$ cat src/hdl/lgfw_pkg.sv
// ----------------------------------------------------------------------------
// lgfw_pkg
// Shared types and constants for the linear gradient fade-to-white block.
// ----------------------------------------------------------------------------
package lgfw_pkg;

  localparam int POS_W    = 12;   // pixel / point coordinate
  localparam int DIM_W    = 13;   // image size register
  localparam int CHAN_W   = 8;    // one channel byte
  localparam int NUM_CHAN = 3;    // channel fields per item
  localparam int CFG_W    = 13;   // config write data, widest register
  localparam int ADDR_W   = 3;    // config register index
  localparam int DIFF_W   = POS_W + 1;       // signed coordinate difference
  localparam int FAR_W    = DIM_W + 1;       // signed far-corner offset
  localparam int PROD_W   = DIFF_W + FAR_W;  // one projection product
  localparam int DIST_W   = PROD_W + 1;      // signed projection sum
  localparam int MAG_W    = DIST_W - 1;      // projection magnitude
  localparam int QUOT_W   = CHAN_W;          // fade quotient bits
  localparam int NUM_W    = CHAN_W + MAG_W;  // dividend (255-c)*d
  // lane pipeline: product register, one register per quotient bit, output
  localparam int LANE_LAT = QUOT_W + 2;

  localparam logic [CHAN_W-1:0] CHAN_MAX = 8'd255;

  typedef enum logic [ADDR_W-1:0] {
    REG_START_X    = 3'd0,
    REG_START_Y    = 3'd1,
    REG_END_X      = 3'd2,
    REG_END_Y      = 3'd3,
    REG_IMAGE_COLS = 3'd4,
    REG_IMAGE_ROWS = 3'd5,
    REG_COLOR_MODE = 3'd6
  } lgfw_reg_t;

  typedef struct packed {
    logic [POS_W-1:0]  pos_x;
    logic [POS_W-1:0]  pos_y;
    logic [CHAN_W-1:0] chan0_in;
    logic [CHAN_W-1:0] chan1_in;
    logic [CHAN_W-1:0] chan2_in;
  } lgfw_in_t;

  typedef struct packed {
    logic [CHAN_W-1:0] chan0_out;
    logic [CHAN_W-1:0] chan1_out;
    logic [CHAN_W-1:0] chan2_out;
  } lgfw_out_t;

  // per-channel control that rides along with an item
  typedef struct packed {
    logic blank;  // channel unused in gray mode, output zero
    logic fade;   // projection positive and greatest projection nonzero
    logic sat;    // projection at or beyond the greatest: output 255 when fade is set
  } lgfw_ctl_t;

endpackage

$ cat src/hdl/lgfw_lane.sv
// ----------------------------------------------------------------------------
// lgfw_lane
// One channel: c + floor((255-c)*d/m) when fading, else c, zero or 255 as ctl says;
// pipelined restoring divide, one quotient bit per stage.
// ----------------------------------------------------------------------------
module lgfw_lane (
  input  logic                         clk,
  input  logic [lgfw_pkg::CHAN_W-1:0]  c,
  input  logic [lgfw_pkg::MAG_W-1:0]   dmag,
  input  logic [lgfw_pkg::MAG_W-1:0]   m,
  input  lgfw_pkg::lgfw_ctl_t          ctl,
  output logic [lgfw_pkg::CHAN_W-1:0]  y
);
  import lgfw_pkg::*;

  logic [NUM_W-1:0]  rem  [QUOT_W+1];
  logic [QUOT_W-1:0] quo  [QUOT_W+1];
  logic [CHAN_W-1:0] chan [QUOT_W+1];
  lgfw_ctl_t         ct   [QUOT_W+1];

  // dividend; d < m on the fade path unless sat is set, so the quotient fits in 8 bits
  always_ff @(posedge clk) begin
    rem[0]  <= NUM_W'(CHAN_MAX - c) * NUM_W'(dmag);
    quo[0]  <= '0;
    chan[0] <= c;
    ct[0]   <= ctl;
  end

  for (genvar s = 0; s < QUOT_W; s++) begin : g_div
    localparam int BIT = QUOT_W - 1 - s;
    logic [NUM_W-1:0] dsh;
    logic [NUM_W:0]   diff;

    assign dsh  = NUM_W'(m) << BIT;
    assign diff = {1'b0, rem[s]} - {1'b0, dsh};

    always_ff @(posedge clk) begin
      if (!diff[NUM_W]) begin
        rem[s+1] <= diff[NUM_W-1:0];
        quo[s+1] <= quo[s] | QUOT_W'(1 << BIT);
      end else begin
        rem[s+1] <= rem[s];
        quo[s+1] <= quo[s];
      end
      chan[s+1] <= chan[s];
      ct[s+1]   <= ct[s];
    end
  end

  // c + q never exceeds 255 when d < m
  always_ff @(posedge clk) begin
    priority if (ct[QUOT_W].blank) begin
      y <= '0;
    end else if (ct[QUOT_W].fade && ct[QUOT_W].sat) begin
      y <= CHAN_MAX;
    end else if (ct[QUOT_W].fade) begin
      y <= chan[QUOT_W] + quo[QUOT_W];
    end else begin
      y <= chan[QUOT_W];
    end
  end

endmodule

$ cat config.mk
export PLATFORM = sky130hd
export DESIGN_NAME = lgfw_lane
export DESIGN_NICKNAME = d
export VERILOG_FILES = /design/src/hdl/lgfw_pkg.sv /design/src/hdl/lgfw_lane.sv
export SDC_FILE = /design/constraint.sdc
export NUM_CORES = 1
export LEC_CHECK = 0
export BUFFER_PORTS_ARGS = -buffer_cell sky130_fd_sc_hd__buf_2
export CAP_MARGIN = 20
export CORE_MARGIN = 1
export CORE_UTILIZATION = 44
export DETAILED_ROUTE_END_ITERATION = 8
export PLACE_DENSITY = 0.72
export RECOVER_POWER = 50
export SYNTH_ARGS = -nofsm -noshare
export SYNTH_HDL_FRONTEND = slang
export SYNTH_SLANG_ARGS = --single-unit
$ cat constraint.sdc
create_clock -name clk -period 5.2 [get_ports clk]
set_input_delay 0.78 -clock clk [delete_from_list [all_inputs] [get_ports clk]]
set_output_delay 0.78 -clock clk [all_outputs]
set_load 0.01 [all_outputs]
Word level (Yosys, flattened, before mapping) --
Memories as Yosys holds them, arrays and structs flattened. Cells that the tools add are included. W data, S select, Z words.
Word-level totals: flip-flop bits (word level) 8, latch bits 0, RAM bits 486, ROM bits 0, input bits 66, output and inout port bits 8, word-level logic and storage cells 67, memories 4
Memories:
- rem | words 9, bits a word 35, read ports 8, clocked after memory_dff 0, write ports 9, RTL line lgfw_lane.sv:16 | logic [NUM_W-1:0] rem [QUOT_W+1];
- chan | words 9, bits a word 8, read ports 9, clocked after memory_dff 0, write ports 9, RTL line lgfw_lane.sv:18 | logic [CHAN_W-1:0] chan [QUOT_W+1];
- quo | words 9, bits a word 8, read ports 9, clocked after memory_dff 0, write ports 9, RTL line lgfw_lane.sv:17 | logic [QUOT_W-1:0] quo [QUOT_W+1];
- ct | words 9, bits a word 3, read ports 9, clocked after memory_dff 0, write ports 9, RTL line lgfw_lane.sv:19 | lgfw_ctl_t ct [QUOT_W+1];
Cells by class: add/sub/neg operators 10, multiply operators 1, div/mod/pow operators 0, $lt $le $gt $ge 0, eq/ne operators 0, shifts and indexed selects 0, mux-type cells 34, bitwise gates (word level) 16, reductions and logical operators 1
Operators by type and width (number):
- $mux W35 | 8
- $mux W8 | 10
- $sub A35 B27 Y36 | 1
- $sub A35 B28 Y36 | 1
- $sub A35 B29 Y36 | 1
- $sub A35 B30 Y36 | 1
- $sub A35 B31 Y36 | 1
- $sub A35 B32 Y36 | 1
- $sub A35 B33 Y36 | 1
- $sub A35 B34 Y36 | 1
- $mul A9 B28 Y35 | 1
- $mux W1 | 16
- $or A1 B1 Y1 | 16
- $sub A8 B8 Y9 const A | 1
- $add A8 B8 Y8 | 1
- $logic_and A1 B1 Y1 | 1

Longest topological paths before layout --
Gate-level depths: netlist of run 1. An unclocked memory read counts as a cell.
word-level depth 4, mapped depth 21, gate-level depth less buffers 19

Worst setup path before layout of run 1 --
No wires, ideal clock.
kind in2reg, from input port c[5] in the netlist's numbering, to memory rem[0][34] in the netlist's numbering, setup time 0.120 ns, data arrival time 5.247 ns, slack -0.167 ns, cell stages on the path 20, path through clkbuf_1 > nand2b_1 > fa_1 > inv_1 > fa_1 > fa_1 > inv_1 > fa_1 > inv_1 > ha_1 > clkbuf_1 > a211oi_1 > o211ai_1 > o2111ai_1 > a21oi_1 > o2111ai_1 > nand4_1 > a221o_1 > a21oi_1 > xnor2_1
RTL lines:
- from (decl) | RTL line lgfw_lane.sv:8 | input logic [lgfw_pkg::CHAN_W-1:0] c,
- to (decl) | RTL line lgfw_lane.sv:16

==> impl_metrics.json, run 1 <==
{
  "cts_buffers": 42,
  "synth_seq_cells": 423,
  "setup.worst_path.class": "primary input to register",
  "critPathRequiredTime_ns": 5.69,
  "period_share": 0.963,
  "synth-xor-area-share": 0.0603,
  "via_count": 22500,
  "antenna_left": 0,
  "worst_pin_slew_ns": 1.70,
  "yosysMostFrequentCell": "dfxtp_1",
  "track_usage": 0.185,
  "avgSynthCellArea_sq_um": 8.90,
  "syn2layout_area_growth_pct": 12.2,
  "start_util": 0.447,
  "async_flop_share": 0,
  "cts_root_buffer": "clkbuf_16",
  "htree_levels": 2,
  "antenna_found_initial": 4,
  "wire_per_inst_um": 14.2,
  "place_congestion": 0.889,
  "synth_top_family_by_area": "adder cells",
  "wl_mm": 61.0,
  "synth_compound_area_frac": 0.184,
  "ir_drop_mv": 0.253,
  "clockBufferDepth": 3,
  "layout-drive-gt1-share": 0.0877,
  "drv_cap": 1,
  "core-area_sq_um": 64700,
  "powerDensity_nw_per_um2": 652,
  "synth-simple-area-share": 0.159,
  "p_leak_nw": 15.3,
  "diodes": 0,
  "grt_pass1_wl_mm": 104,
  "netlist.area_leader.share": 0.293,
  "dpl-instance-area_sq_um": 31000,
  "rsz0062_at_grt": "yes",
  "period_needed_ns": 5.01,
  "vias_per_cell": 5.23,
  "clock_skew_ns": 0.0144,
  "synth_cells": 3248,
  "grt_pass1_vias": 22400,
  "die_y_um": 258,
  "start_kind": "primary input",
  "io_pins": 74,
  "critical_path.max_fanout": 22,
  "die_area_sq_um": 66800,
  "p_total_w": 0.0212,
  "synthTopCellsByArea": "dfxtp_1 29%, ha_1 13%, fa_1 11%, a21oi_1 4.2%, inv_1 3.8%",
  "synth_fa_ha_area_frac": 0.239,
  "status": "complete, but fails checks",
  "synth_edf_count": 0,
  "cts_tree": "yes",
  "violations": "max-capacitance violations, max-slew violations",
  "muxShareOfSynthArea": 0.0141,
  "synth_common_cells": "423 x dfxtp_1, 298 x ha_1, 290 x inv_1",
  "clk_latency_ns": 0.57,
  "fin_area_sq_um": 32500,
  "hp-class": "primary input to register",
  "clock_sinks": 423,
  "drt_first_pass_iters": 7,
  "grt_overflow": 0,
  "nets": 3933,
  "portBuffers": 73,
  "r2r_cells": 12,
  "synth-main-ff-cell": "dfxtp_1",
  "synth_fp_nets": 3771,
  "drt-initial-drc-count": 1041,
  "yosysTopAreaCell": "dfxtp_1",
  "clkTransAtPathRegs_ns": 0.07,
  "fin_setup_tns_ns": 0,
  "synth.cell_area_sq_um": 28900,
  "hpwl_mm": 49.6,
  "setup_viol": 0,
  "ys_seq_area_frac": 0.293,
  "hold_buffers": 0,
  "yosysUniqueCellTypes": 91,
  "hold_viol_final": 0,
  "timing.fmax_ghz": 0.200,
  "arrival_ns": 5.50,
  "slew_headroom": -0.141,
  "worstHoldPathCells": 1,
  "rows": 93,
  "cp-end-kind": "register",
  "post_cts_buffers": 0,
  "slew_viol_final": 10,
  "grt_start_max_net_pins": 51,
  "drcViolationCount": 0,
  "yosys_warnings": 0,
  "fp.dieW_um": 258
}
[timing repair]
| action | CTS | global route |
|---|---|---|
| resized for setup | 0 | 8 |
| endpoints found under the hold margin | 0 | 0 |
| setup endpoints to repair | 0 | 6 |
[per-stage QoR]
step | hold slack [ns] | std cells | utilization | worst slack [ns]
after global placement | 0.311 | 4221 | 0.480 | -0.439
after global routing | 0.286 | 4297 | 0.502 | -0.0192
after floorplan | 0.310 | 3248 | - | 0.00000799
after detailed placement | 0.312 | 4221 | 0.480 | -0.518
after CTS | 0.281 | 4297 | 0.503 | 0.0670
final | 0.313 | 4297 | 0.502 | 0.191
[cell usage in the layout (no fill, tap or decap), types with 10 or more instances in the layout]
cell type / count
a211o_1: 11
a211oi_1: 32
a21o_1: 127
a21oi_1: 239
a31oi_1: 21
and2_1: 16
and3_1: 19
buf_2: 61
buf_4: 113
clkbuf_1: 23
clkbuf_16: 42
dfxtp_1: 423
fa_1: 159
ha_1: 298
inv_1: 292
mux2_1: 15
mux2_2: 10
mux2i_1: 11
nand2_1: 250
nand2b_1: 135
nand3_1: 35
nand4_1: 17
nor2_1: 204
nor2b_1: 146
nor3_1: 44
o211ai_1: 15
o21a_1: 38
o21ai_0: 171
o21ai_1: 38
o21bai_1: 21
o31a_1: 14
o31ai_1: 21
xnor2_1: 105
xor2_1: 94
[final cells by class]
type,count,area [sq um]
sequential,423,8470
fill,6070,32200
multi-input combinational,2450,19000
clock inverter,24,349
timing repair buffer,198,1320
inverter,295,1110
tap,855,1070
clock buffer,52,1130
[critical path: stages]
cell and delay, ns:
clkbuf_4 0.21, nand2b_4 0.18, fa_1 0.52, inv_1 0.05, fa_1 0.48, fa_1 0.56, inv_1 0.06, fa_1 0.52
inv_1 0.04, ha_1 0.36, a211oi_2 0.20, o211ai_1 0.14, o2111ai_2 0.24, a21oi_2 0.13, o2111ai_1 0.22, nand4_1 0.17
a221o_1 0.35, a21oi_2 0.14, xnor2_1 0.12
[registers in the layout, indices dropped and copies added (netlist names)]
register  cells
chan         72
quo          36
y             8
ct           27
rem         280
[per-layer routing]
layer | track usage | wire, um
met1 | 0.215 | 26200
met2 | 0.345 | 30600
met3 | 0.0198 | 1990
met4 | 0.0684 | 2130
met5 | 0 | 51
[cells by family after synthesis]
family | after synthesis
buffers and inverters | 375
XOR/XNOR | 199
AND/OR/NAND/NOR | 922
multiplexers | 37
AO/OA/AOI/OAI | 835
adder cells (fa/ha/maj) | 457
flip-flops | 423
[path summary, 6_finish.rpt]
kind | from | endpoint | slack (ns)
hold / removal | ctl[0] | ct[0][0] | 0.31
hold reg to reg | chan[0][19] | chan[0][27] | 0.32
setup / recovery | c[2] | rem[0][34] | 0.19
setup reg to reg | rem[4][3] | rem[5][7] | 0.93
[power by group]
part / switching, W / internal, W
logic: 0.00680 / 0.00582
clock network: 0.00132 / 0.00188
registers: 0.000691 / 0.00465
total: 0.00882 / 0.0123
Power figures use the tool's default switching activity.
==> inputs of run 2 (changes only) <==
Settings changed: GPL_TIMING_DRIVEN from default to 0.
==> run 2 against run 1 <==
Against the previous run:
- the flow now finishes without violations
- routed wire length up 5.4%
- non-clock buffer count down 39
- core utilization down 0.64 points
- sequential power about the same
- clock skew down 0.00088 ns
- critical path depth down 1
- first-iteration DRC count up 26%
- maximum frequency up 0.37%
- final area down 1.3%
- critical path type unchanged
- largest power group unchanged
==> impl_metrics.json, run 2 (synthesis gave the netlist of run 1 again) <==
{
  "status": "complete, no violations",
  "cpLargestDelayFamily": "adder cells",
  "ir_drop_mv": 0.290,
  "fill_cells": 6188,
  "mostFrequentLayoutCells": "423 x dfxtp_1, 295 x ha_1, 290 x inv_1, 250 x nand2_1, 237 x a21oi_1",
  "powerDensity_nw_per_um2": 646,
  "regMostFlops": "rem",
  "drv_cap": 0,
  "timing.fmax_ghz": 0.200,
  "cts_buffers": 45,
  "grt_pass1_wl_mm": 107,
  "htree_levels": 2,
  "clk_latency_ns": 0.58,
  "core-area_sq_um": 64700,
  "p_total_w": 0.0207,
  "io_pins": 74,
  "max_stage_delay_ns": 0.55,
  "dpl-instance-area_sq_um": 30400,
  "period_share": 0.960,
  "crit_path_top_delay_cell": "fa_1",
  "start_kind": "primary input",
  "arrival_ns": 5.50,
  "hold_viol_final": 0,
  "clkTransAtPathRegs_ns": 0.06,
  "drt-initial-drc-count": 1314,
  "clock_skew_ns": 0.0136,
  "rows": 93,
  "via_count": 22300,
  "drt_first_pass_iters": 5,
  "clock_sinks": 423,
  "antenna_found_initial": 0,
  "die_y_um": 258,
  "cts_root_buffer": "clkbuf_16",
  "critical_path.max_fanout": 10,
  "track_usage": 0.195,
  "hpwl_mm": 52.5,
  "vias_per_cell": 5.24,
  "grt_start_max_net_pins": 17,
  "slew_headroom": 0.252,
  "place_congestion": 0.903,
  "fin_area_sq_um": 32000,
  "die_area_sq_um": 66800,
  "layout-drive-gt1-share": 0.0687,
  "period_needed_ns": 4.99,
  "regArea_sq_um": 8470,
  "crit_top_cell": "fa_1",
  "setup.worst_path.class": "primary input to register",
  "worst_pin_slew_ns": 1.11,
  "multi_input_area_sq_um": 19000,
  "cts_tree": "yes",
  "nets": 3897,
  "top_regs": "rem: 280 flops, chan: 72 flops, quo: 36 flops",
  "start_util": 0.447,
  "syn2layout_area_growth_pct": 10.8,
  "antenna_left": 0,
  "regToRegSetupSlack_ns": 0.88,
  "fp.dieW_um": 258,
  "drcViolationCount": 0,
  "final_common_cell": "dfxtp_1",
  "largest_register_ffs": 280,
  "wire_per_inst_um": 15.1,
  "hp-class": "primary input to register",
  "critPathRequiredTime_ns": 5.71,
  "setup_viol": 0,
  "grt_overflow": 0,
  "path_cells": "buf_6 -> clkbuf_1 -> nor2b_1 -> fa_1 -> fa_1 -> fa_1 -> inv_1 -> fa_1 -> inv_1 -> ha_1 -> a21o_1 -> a21oi_2 -> nand3_1 -> o2111ai_2 -> nand4_1 -> a221o_1 -> a21oi_2 -> xnor2_1",
  "p_leak_nw": 14.9,
  "cp-end-kind": "register",
  "slew_viol_final": 0,
  "portBuffers": 73,
  "wl_mm": 64.3,
  "clockBufferDepth": 3,
  "grt_pass1_vias": 22400,
  "diodes": 0,
  "cp_num_buf_inv": 4
}
==> run 2: routing by layer <==
layer,vias up,global-route usage,routed length (um)
li1,11400,-,-
met1,10400,0.242,29100
met2,390,0.346,31000
met3,106,0.0228,1990
met4,0,0.0713,2190
met5,-,0,0
==> run 2: power by group <==
group / internal [W] / switching, W
combinational: 0.00537 / 0.00685
clock: 0.00182 / 0.00135
sequential: 0.00465 / 0.000668
total: 0.0118 / 0.00886
==> run 2: layout make-up <==
cell class	instances	share of cell area
Sequential cell	423	0.264
Inverter	295	0.0346
Clock inverter	20	0.00609
Clock buffer	60	0.0404
Multi-Input combinational cell	2450	0.594
Buffer	79	0.0129
Tap cell	855	0.0334
Timing Repair Buffer	80	0.0139
==> run 2: through the flow <==
step           setup TNS, ns  setup slack [ns]  utilization  hold slack (ns)  std cells
2_1_floorplan              0        0.00000799            -            0.310       3248
3_3_place_gp          -12.52            -0.983        0.470            0.310       4176
3_5_place_dp          -13.03            -0.995        0.470            0.312       4176
4_1_cts                    0            0.0125        0.494            0.263       4258
5_1_grt              -0.0477           -0.0324        0.495            0.270       4262
6_report                   0             0.210        0.495            0.292       4262
==> run 2: final timing paths <==
path / startpoint / cells past startpoint / end
max: c[4] / 18 / rem[0][34]
min: ctl[2] / 1 / ct[0][2]
max reg2reg: rem[4][3] / 12 / rem[5][7]
min reg2reg: chan[0][40] / 0 / chan[0][48]
==> run 2: worst reg2reg max path, cell delays in order (launching register included) <==
cell and delay, ns:
dfxtp_1 0.30, inv_1 0.06, ha_1 0.17, fa_1 0.21
nor2b_1 0.07, o31a_1 0.27, o211ai_1 0.19, nand3_1 0.24
a21oi_1 0.37, o21ai_0 0.32, a211oi_1 0.96, clkbuf_1 0.64
mux2_1 0.40
==> run 2: repair_timing <==
action / 4_1_cts / 5_1_grt
buffers inserted: 2 / 5
hold buffers: 0 / 0
setup endpoints to repair: 12 / 12
gates resized for setup: 22 / 48
pin swaps: 1 / 13
hold endpoints to repair: 0 / 0
